`config.mk`:
```
export PLATFORM = sky130hd
export DESIGN_NAME = soft_timer_bank_top
export DESIGN_NICKNAME = d
export VERILOG_FILES = /design/src/hw/rtl/stb_pkg.sv /design/src/hw/rtl/stb_store.sv /design/src/hw/rtl/stb_ctrl.sv /design/src/hw/rtl/soft_timer_bank_top.sv
export SDC_FILE = /design/constraint.sdc
export NUM_CORES = 1
export LEC_CHECK = 0
export ABC_AREA = 1
export CAP_MARGIN = 20
export CORE_ASPECT_RATIO = 0.7
export CORE_UTILIZATION = 45
export DETAILED_ROUTE_END_ITERATION = 16
export DONT_BUFFER_PORTS = 1
export GPL_TIMING_DRIVEN = 0
export SLEW_MARGIN = 5
export SYNTH_ARGS = -nofsm -noshare
export SYNTH_HDL_FRONTEND = slang
export SYNTH_SLANG_ARGS = --single-unit
export TNS_END_PERCENT = 5
```
`constraint.sdc`:
```
create_clock -name clk -period 3.5 [get_ports clk]
set_clock_uncertainty 0.1 [all_clocks]
set_input_delay 0.175 -clock clk [delete_from_list [all_inputs] [get_ports clk]]
set_output_delay 0.175 -clock clk [all_outputs]
set_load 0.1 [all_outputs]
```
`src/hw/rtl/stb_pkg.sv`:
```
// ----------------------------------------------------------------------------
// stb_pkg
// shared types and constants of the soft timer bank
// ----------------------------------------------------------------------------
`default_nettype none

package stb_pkg;

  localparam int NUM_TIMERS_DEF = 16;
  localparam int HANDLE_SLOTS   = 16;
  localparam int HANDLE_W       = 4;
  localparam int TICK_W         = 16;
  localparam logic [TICK_W-1:0] MAX_TICKS_RST = 16'd30000;

  typedef enum logic [1:0] {
    OP_TICK    = 2'd0,
    OP_ALLOC   = 2'd1,
    OP_RESTART = 2'd2,
    OP_READ    = 2'd3
  } op_t;

  typedef enum logic [2:0] {
    S_IDLE,
    S_RD,
    S_ALLOC,
    S_REB_RD,
    S_REB_WR,
    S_EMIT
  } state_t;

endpackage

`default_nettype wire

```
`src/hw/rtl/stb_store.sv`:
```
// ----------------------------------------------------------------------------
// stb_store
// start value memory, one write and one registered read port, per-entry
// valid bits so that unwritten entries read as zero after reset
// ----------------------------------------------------------------------------
`default_nettype none

module stb_store #(
  parameter int DEPTH = stb_pkg::NUM_TIMERS_DEF,
  parameter int AW    = (DEPTH > 1) ? $clog2(DEPTH) : 1
) (
  input  wire logic                      clk,
  input  wire logic                      rst_n,
  input  wire logic                      wr_en,
  input  wire logic [AW-1:0]             wr_addr,
  input  wire logic [stb_pkg::TICK_W-1:0] wr_data,
  input  wire logic                      rd_en,
  input  wire logic [AW-1:0]             rd_addr,
  output logic      [stb_pkg::TICK_W-1:0] rd_data
);
  import stb_pkg::*;

  logic [TICK_W-1:0] mem [DEPTH];
  logic [DEPTH-1:0]  valid_r;
  logic [TICK_W-1:0] rd_data_r;
  logic              rd_valid_r;

  always_ff @(posedge clk) begin
    if (wr_en) begin
      mem[wr_addr] <= wr_data;
    end
  end

  always_ff @(posedge clk) begin
    if (!rst_n) begin
      valid_r <= '0;
    end else if (wr_en) begin
      valid_r[wr_addr] <= 1'b1;
    end
  end

  always_ff @(posedge clk) begin
    if (rd_en) begin
      rd_data_r <= mem[rd_addr];
    end
  end

  always_ff @(posedge clk) begin
    if (!rst_n) begin
      rd_valid_r <= 1'b0;
    end else if (rd_en) begin
      rd_valid_r <= valid_r[rd_addr];
    end
  end

  assign rd_data = rd_valid_r ? rd_data_r : '0;

endmodule

`default_nettype wire

```
`src/hw/rtl/stb_ctrl.sv`:
```
// ----------------------------------------------------------------------------
// stb_ctrl
// sequencer of the soft timer bank: tick counter, busy flags, serial
// allocate scan, serial rebase sweep and result register
// ----------------------------------------------------------------------------
`default_nettype none

module stb_ctrl #(
  parameter int NUM_TIMERS = stb_pkg::NUM_TIMERS_DEF,
  parameter int AW         = (NUM_TIMERS > 1) ? $clog2(NUM_TIMERS) : 1
) (
  input  wire logic                        clk,
  input  wire logic                        rst_n,
  input  wire logic                        cfg_we,
  input  wire logic [stb_pkg::TICK_W-1:0]   cfg_wdata,
  input  wire logic                        in_valid,
  output logic                             in_ready,
  input  wire logic [1:0]                  in_opcode,
  input  wire logic [stb_pkg::HANDLE_W-1:0] in_handle,
  output logic                             out_valid,
  input  wire logic                        out_ready,
  output logic                             out_ok,
  output logic      [stb_pkg::HANDLE_W-1:0] out_handle_out,
  output logic      [stb_pkg::TICK_W-1:0]   out_elapsed,
  output logic                             mem_wr_en,
  output logic      [AW-1:0]               mem_wr_addr,
  output logic      [stb_pkg::TICK_W-1:0]   mem_wr_data,
  output logic                             mem_rd_en,
  output logic      [AW-1:0]               mem_rd_addr,
  input  wire logic [stb_pkg::TICK_W-1:0]   mem_rd_data
);
  import stb_pkg::*;

  localparam int LIM = (NUM_TIMERS < HANDLE_SLOTS) ? NUM_TIMERS : HANDLE_SLOTS;
  localparam logic [AW-1:0] IDX_LAST   = AW'(NUM_TIMERS - 1);
  localparam logic [AW-1:0] ALLOC_LAST = AW'(LIM - 1);

  state_t                state_r, state_nxt;
  logic [TICK_W-1:0]     max_r;
  logic [TICK_W-1:0]     count_r, count_nxt;
  logic [TICK_W-1:0]     reb_amt_r, reb_amt_nxt;
  logic [AW-1:0]         idx_r, idx_nxt;
  logic [NUM_TIMERS-1:0] busy_r, busy_nxt;
  logic                  res_ok_r, res_ok_nxt;
  logic [HANDLE_W-1:0]   res_h_r, res_h_nxt;
  logic [TICK_W-1:0]     res_el_r, res_el_nxt;
  logic                  out_valid_r, out_valid_nxt;
  logic                  out_ok_r;
  logic [HANDLE_W-1:0]   out_h_r;
  logic [TICK_W-1:0]     out_el_r;

  logic              in_acc;
  logic              h_ok;
  logic [TICK_W-1:0] cnt_inc;
  logic              out_free;
  op_t               op;

  assign op       = op_t'(in_opcode);
  assign in_acc   = in_valid && (state_r == S_IDLE);
  assign h_ok     = 32'(in_handle) < NUM_TIMERS;
  assign cnt_inc  = count_r + 1'b1;
  assign out_free = !out_valid_r || out_ready;

  // next state
  always_comb begin
    state_nxt = state_r;
    unique case (state_r)
      S_IDLE: begin
        if (in_acc) begin
          unique case (op)
            OP_TICK:    state_nxt = (cnt_inc >= max_r) ? S_REB_RD : S_IDLE;
            OP_ALLOC:   state_nxt = S_ALLOC;
            OP_RESTART: state_nxt = S_EMIT;
            OP_READ:    state_nxt = h_ok ? S_RD : S_EMIT;
            default:    state_nxt = S_IDLE;
          endcase
        end
      end
      S_RD: state_nxt = S_EMIT;
      S_ALLOC: begin
        if (!busy_r[idx_r] || idx_r == ALLOC_LAST) begin
          state_nxt = S_EMIT;
        end
      end
      S_REB_RD: begin
        if (busy_r[idx_r]) begin
          state_nxt = S_REB_WR;
        end else if (idx_r == IDX_LAST) begin
          state_nxt = S_IDLE;
        end
      end
      S_REB_WR: state_nxt = (idx_r == IDX_LAST) ? S_IDLE : S_REB_RD;
      S_EMIT:   state_nxt = out_free ? S_IDLE : S_EMIT;
      default:  state_nxt = S_IDLE;
    endcase
  end

  // outputs and datapath
  always_comb begin
    in_ready      = (state_r == S_IDLE);
    count_nxt     = count_r;
    reb_amt_nxt   = reb_amt_r;
    idx_nxt       = idx_r;
    busy_nxt      = busy_r;
    res_ok_nxt    = res_ok_r;
    res_h_nxt     = res_h_r;
    res_el_nxt    = res_el_r;
    out_valid_nxt = out_valid_r && !out_ready;
    mem_wr_en     = 1'b0;
    mem_wr_addr   = AW'(in_handle);
    mem_wr_data   = count_r;
    mem_rd_en     = 1'b0;
    mem_rd_addr   = AW'(in_handle);
    unique case (state_r)
      S_IDLE: begin
        if (in_acc) begin
          res_ok_nxt = h_ok;
          res_h_nxt  = '0;
          res_el_nxt = '0;
          idx_nxt    = '0;
          unique case (op)
            OP_TICK: begin
              if (cnt_inc >= max_r) begin
                reb_amt_nxt = cnt_inc;
                count_nxt   = '0;
              end else begin
                count_nxt = cnt_inc;
              end
            end
            OP_ALLOC: ;
            OP_RESTART: mem_wr_en = h_ok;
            OP_READ:    mem_rd_en = h_ok;
            default: ;
          endcase
        end
      end
      S_RD: res_el_nxt = count_r - mem_rd_data;
      S_ALLOC: begin
        if (!busy_r[idx_r]) begin
          busy_nxt[idx_r] = 1'b1;
          res_ok_nxt      = 1'b1;
          res_h_nxt       = HANDLE_W'(idx_r);
        end else if (idx_r == ALLOC_LAST) begin
          res_ok_nxt = 1'b0;
        end else begin
          idx_nxt = idx_r + 1'b1;
        end
      end
      S_REB_RD: begin
        mem_rd_addr = idx_r;
        if (busy_r[idx_r]) begin
          mem_rd_en = 1'b1;
        end else if (idx_r != IDX_LAST) begin
          idx_nxt = idx_r + 1'b1;
        end
      end
      S_REB_WR: begin
        mem_wr_en   = 1'b1;
        mem_wr_addr = idx_r;
        mem_wr_data = mem_rd_data - reb_amt_r;
        if (idx_r != IDX_LAST) begin
          idx_nxt = idx_r + 1'b1;
        end
      end
      S_EMIT: begin
        if (out_free) begin
          out_valid_nxt = 1'b1;
        end
      end
      default: ;
    endcase
  end

  always_ff @(posedge clk) begin
    if (!rst_n) begin
      state_r     <= S_IDLE;
      max_r       <= MAX_TICKS_RST;
      count_r     <= '0;
      busy_r      <= '0;
      out_valid_r <= 1'b0;
    end else begin
      state_r     <= state_nxt;
      count_r     <= count_nxt;
      busy_r      <= busy_nxt;
      out_valid_r <= out_valid_nxt;
      if (cfg_we) begin
        max_r <= cfg_wdata;
      end
    end
  end

  always_ff @(posedge clk) begin
    reb_amt_r <= reb_amt_nxt;
    idx_r     <= idx_nxt;
    res_ok_r  <= res_ok_nxt;
    res_h_r   <= res_h_nxt;
    res_el_r  <= res_el_nxt;
    if (state_r == S_EMIT && out_free) begin
      out_ok_r <= res_ok_r;
      out_h_r  <= res_h_r;
      out_el_r <= res_el_r;
    end
  end

  assign out_valid      = out_valid_r;
  assign out_ok         = out_ok_r;
  assign out_handle_out = out_h_r;
  assign out_elapsed    = out_el_r;

endmodule

`default_nettype wire

```
`src/hw/rtl/soft_timer_bank_top.sv`:
```
// ----------------------------------------------------------------------------
// soft_timer_bank_top
// pool of software timers sharing one tick counter, start values in memory
// ----------------------------------------------------------------------------
// tick without wrap: counter update only; tick with wrap: rebase sweep over all timers
// allocate: serial scan of busy flags into the result register
// restart: write of the start value; read: registered memory read, then subtract
// one transaction in flight; the output register frees the next accept
// synchronous active-low reset clears counter, busy flags and store valid bits
// ----------------------------------------------------------------------------
`default_nettype none

module soft_timer_bank_top #(
  parameter int NUM_TIMERS = stb_pkg::NUM_TIMERS_DEF
) (
  input  wire logic                        clk,
  input  wire logic                        rst_n,
  input  wire logic                        cfg_we,
  input  wire logic [stb_pkg::TICK_W-1:0]   cfg_wdata,
  input  wire logic                        in_valid,
  output logic                             in_ready,
  input  wire logic [1:0]                  in_opcode,
  input  wire logic [stb_pkg::HANDLE_W-1:0] in_handle,
  output logic                             out_valid,
  input  wire logic                        out_ready,
  output logic                             out_ok,
  output logic      [stb_pkg::HANDLE_W-1:0] out_handle_out,
  output logic      [stb_pkg::TICK_W-1:0]   out_elapsed
);
  import stb_pkg::*;

  localparam int AW = (NUM_TIMERS > 1) ? $clog2(NUM_TIMERS) : 1;

  logic              mem_wr_en;
  logic [AW-1:0]     mem_wr_addr;
  logic [TICK_W-1:0] mem_wr_data;
  logic              mem_rd_en;
  logic [AW-1:0]     mem_rd_addr;
  logic [TICK_W-1:0] mem_rd_data;

  stb_ctrl #(
    .NUM_TIMERS (NUM_TIMERS),
    .AW         (AW)
  ) u_ctrl (
    .clk            (clk),
    .rst_n          (rst_n),
    .cfg_we         (cfg_we),
    .cfg_wdata      (cfg_wdata),
    .in_valid       (in_valid),
    .in_ready       (in_ready),
    .in_opcode      (in_opcode),
    .in_handle      (in_handle),
    .out_valid      (out_valid),
    .out_ready      (out_ready),
    .out_ok         (out_ok),
    .out_handle_out (out_handle_out),
    .out_elapsed    (out_elapsed),
    .mem_wr_en      (mem_wr_en),
    .mem_wr_addr    (mem_wr_addr),
    .mem_wr_data    (mem_wr_data),
    .mem_rd_en      (mem_rd_en),
    .mem_rd_addr    (mem_rd_addr),
    .mem_rd_data    (mem_rd_data)
  );

  stb_store #(
    .DEPTH (NUM_TIMERS),
    .AW    (AW)
  ) u_store (
    .clk     (clk),
    .rst_n   (rst_n),
    .wr_en   (mem_wr_en),
    .wr_addr (mem_wr_addr),
    .wr_data (mem_wr_data),
    .rd_en   (mem_rd_en),
    .rd_addr (mem_rd_addr),
    .rd_data (mem_rd_data)
  );

endmodule

`default_nettype wire

```
==> results by group <==
CTS
  • CTS tree: yes
  • Root Buffer: clkbuf_16
  • CTS max path bufs: 3
  • CTS Buf Count: 41
  • Worst-path clk slew: 0.06 ns
  • Total clock sinks: 403
  • Clock latency on the worst-skew pair: 0.54 ns
  • Clock H-tree levels: 2

Setup path
  • Reg2reg path depth: 18
  • Nature of the critical path startpoint: flip-flop
  • Worst path max stage delay: 0.40 ns
  • Critical path class: flip-flop to flip-flop
  • Critical path fanouts, max: 10
  • Crit path required time: 3.87 ns
  • Worst setup EP type: flip-flop
  • WP buf/inv: 3
  • Slowest CP cell: dfxtp_4
  • CP top delay family: simple AND/OR/NAND/NOR gates
  • Cells along the critical path: ha_1, nand3_1, nor2_2, inv_1, nor2_4, nand2_1, o21bai_1, o21ai_0, inv_1, ha_1, nand2_1, o21ai_0, a21oi_2, nand2_2, nor2_4, clkbuf_4, nand2_1, a21oi_1
  • Arr. time, crit path: 3.62 ns
  • Most frequent CP cell: nand2_1
  • CP Depth: 18

STA
  • Max Slew Vio Count: 0
  • Fin crit share: 92.95%
  • # setup viols final: 0
  • Max-Slew Margin vs Limit: 35.27%
  • RSZ-0062 raised after global routing: no
  • Period minus WS final: 3.253 ns
  • Worst-margin pin slew: 0.9696 ns
  • Fmax: 307.4 MHz
  • Hold Vio Cnt, Final: 0

Yosys
  • Cells after Synth: 1739
  • Syn Std Cell Area: 18180 sq um
  • FF+latch count, synth: 403
  • Post-synthesis net count: 1819
  • Post-Synth Adder-Cell Area: 3.730%
  • Simple-Gate Fraction of Synth Area: 13.23%
  • Combinational family with the most area after synthesis: compound AO/OA/AOI/OAI gates
  • Synth warn: 0
  • Unique masters post-synth: 44
  • Syn Area/Cell: 10.45 sq um
  • Compound-gate portion of the synthesized area: 13.51%
  • Register area share after synthesis: 62.76%
  • Post-synthesis mux area share: 0%
  • Post-synthesis xor/xnor area fraction: 0.9635%

Layout
  • Share of post-route cells with drive strength above 1: 10.57%
  • Antenna diode count: 0
  • Design area: 20920 sq um
  • Layout area overhead: 15.06%
  • Nets: 1916

Routing
  • Vias after detailed routing: 13380
  • Routed length per instance: 20.11 microns
  • First-pass DRT Iterations: 6
  • WL final: 48.25 mm
  • Initial DRC Count: 1696
  • DRC Markers: 0
  • Via density: 5.576
  • Post-DRT Antenna Nets: 0

Global routing
  • Initial antenna violation count: 1
  • GRT Util Overall: 23.60%
  • Vias in the first global route: 12360
  • First-pass GRT wire length: 73.66 mm
  • Largest net degree at the start of global routing: 17
  • Global route overflow: 0

Floorplan
  • # IOs: 50
  • Die height: 170.2 microns
  • Die span in x: 242.2 microns
  • Row cnt: 61
  • Core Region: 39760 sq um
  • Initial Util: 45.72%
  • Die area: 41220 sq um

Pwr
  • Final Total Pwr: 13.23 mW
  • Pint: 9.056 mW
  • Leak Pwr: 7.984 nW
  • Comb pwr share: 22.0%
  • Switch share: 31.53%
  • Sequential Power Share: 46.1%
  • Sw power: 4.170 mW
  • Worst IR Drop VDD: 0.4352 mV
  • Power per cell area: 632.3 nW/um^2
  • Clock Power Share: 31.9%

Place
  • Post-DP HPWL: 35.28 mm
  • Placed cell areas: 19300 sq um
  • Routability cong.: 0.9351
  • Port Buffers: 0

Flow run
  • Max Cap Violations: 0

Run status
  • Outcome: finished clean

Min path
  • Min-Delay Path Class: input pin to flip-flop
  • Worst hold stages: 3
-- registers in the layout, indices dropped and copies added (netlist names) --
register and cells:
u_store.valid_r 16, u_ctrl.out_elapsed 16, u_ctrl.res_h_r 4, u_ctrl.res_el_r 16, u_ctrl.out_handle_out 4, u_ctrl.count_r 16, u_ctrl.max_r 16, u_ctrl.idx_r 4
u_store.rd_data_r 16, u_ctrl.res_ok_r 1, u_ctrl.state_r 3, u_ctrl.reb_amt_r 16, u_ctrl.busy_r 16, u_store.rd_valid_r 1, u_ctrl.out_ok 1, u_store.mem 256
u_ctrl.out_valid 1
-- synthesized netlist by cell type, drive strengths merged --
library cell / count / area [sq um]
nand2: 257 / 984.7
nand3: 70 / 355.3
xnor2: 9 / 78.83
o21a: 18 / 135.1
xor2: 11 / 96.34
buf: 40 / 277.8
edfxtp: 334 / 10030
a31oi: 4 / 25.02
nor3b: 2 / 15.01
o211ai: 55 / 417.9
or2: 3 / 18.77
o21bai: 6 / 45.04
o221ai: 13 / 113.9
nor2: 235 / 894.6
ha: 51 / 638.1
dfxtp: 69 / 1381
fa: 2 / 40.04
nor4: 2 / 12.51
nand4: 7 / 43.79
a21o: 3 / 22.52
clkbuf: 33 / 127.6
a21oi: 118 / 590.6
nor3: 6 / 35.03
nand3b: 6 / 45.04
clkinv: 2 / 7.510
a21boi: 1 / 7.510
o31ai: 3 / 22.52
o21ai: 209 / 1076
inv: 170 / 643.1
-- cells by family (layout without fill, tap and decap cells) --
kind of cell	count (synthesis)	after routing
xor+xnor	20	20
simple gates	588	588
flops	403	403
buf+inv	245	370
fa+ha+maj	53	53
compound gates	430	430
-- per-stage QoR --
stage | hold WS (ns) | utilization (%) | std cells | worst slack, ns | TNS (ns)
after floorplan | 0.1973 | - | 1739 | 0.1078 | 0
after global placement | 0.2075 | 47.41 | 2274 | -1.600 | -202.80
after detailed placement | 0.2149 | 48.53 | 2303 | -0.6362 | -62.56
after CTS | 0.04447 | 52.34 | 2394 | -0.008368 | -0.008368
after global routing | 0.06770 | 52.61 | 2399 | 0.002881 | 0
final | 0.08925 | 52.61 | 2399 | 0.2467 | 0
-- cells in the final DEF, fill, tap and decap left out, types with 5 or more instances in the layout --
cell,instances
o221ai_1,13
nand3_1,68
nor2_1,211
nand2_1,248
o21ai_2,6
buf_4,29
o21ai_0,165
clkbuf_16,41
o21bai_1,6
o211ai_1,54
clkbuf_8,5
clkinv_1,6
nor2_2,22
dlygate4sd3_1,21
o21a_1,18
ha_1,51
clkbuf_1,42
inv_1,165
buf_8,17
nand4_1,7
dfxtp_1,64
xor2_1,9
nand2_2,7
nor3_1,5
edfxtp_1,334
a21oi_1,116
buf_6,8
buf_2,18
o21ai_1,36
nand3b_1,6
xnor2_1,7
-- routing by layer --
| metal | routed length [microns] | GRT usage [%] | share of wire, % |
|---|---|---|---|
| met5 | 0 | 0 | 0 |
| met4 | 841 | 5.173 | 1.7 |
| met3 | 4273 | 3.943 | 8.9 |
| met2 | 19430 | 33.07 | 40 |
| met1 | 23700 | 37.66 | 49 |
-- power groups by stage --
| stage | clock network [mW] | logic, mW | registers (mW) |
|---|---|---|---|
| after floorplan | 0 | 1.87 | 6.16 |
| after global placement | 0 | 2.67 | 6.21 |
| after detailed placement | 0 | 2.84 | 6.20 |
| after CTS | 4.28 | 2.87 | 6.10 |
| after global routing | 4.47 | 3.22 | 6.13 |
| final | 4.21 | 2.92 | 6.10 |
-- area by class of cell --
type | instances | area [sq um]
flip-flops and latches | 403 | 11420
multi-input cells | 1091 | 5877
repair buffers | 55 | 640.6
inverters | 172 | 650.6
fillers | 3480 | 18850
clock buffers | 60 | 1147
clock inverters | 11 | 106.4
well taps | 535 | 669.4
plain buffers | 72 | 405.4
-- worst paths after layout --
kind                                                       start                               to  slack, ns
worst max-delay path              u_ctrl.count_r[1]$_SDFFE_PN0P_  u_ctrl.count_r[11]$_SDFFE_PN0P_       0.25
worst min-delay path                                       rst_n    u_ctrl.max_r[11]$_SDFFE_PN0P_       0.09
worst max register to register    u_ctrl.count_r[1]$_SDFFE_PN0P_  u_ctrl.count_r[11]$_SDFFE_PN0P_       0.25
worst min register to register  u_ctrl.res_el_r[6]$_SDFFCE_PN0P_  u_ctrl.out_elapsed[6]$_DFFE_PP_       0.32
-- worst register-to-register path, delay by kind of cell, from the launching register on --
kind	cells	cell delay [ns]
fa+ha+maj	2	0.45
compound gates	5	0.80
flops	1	0.40
buf+inv	3	0.44
simple gates	8	1.01
-- repair_timing --
action / 4_1_cts / 5_1_grt
pin swaps: 0 / 3
hold buffers: 21 / 0
setup buffers: 0 / 5
gates resized for setup: 15 / 20
setup endpoints to repair: 189 / 162
hold endpoints to repair: 26 / 0
No activity file was read; power rests on OpenSTA's default activity.
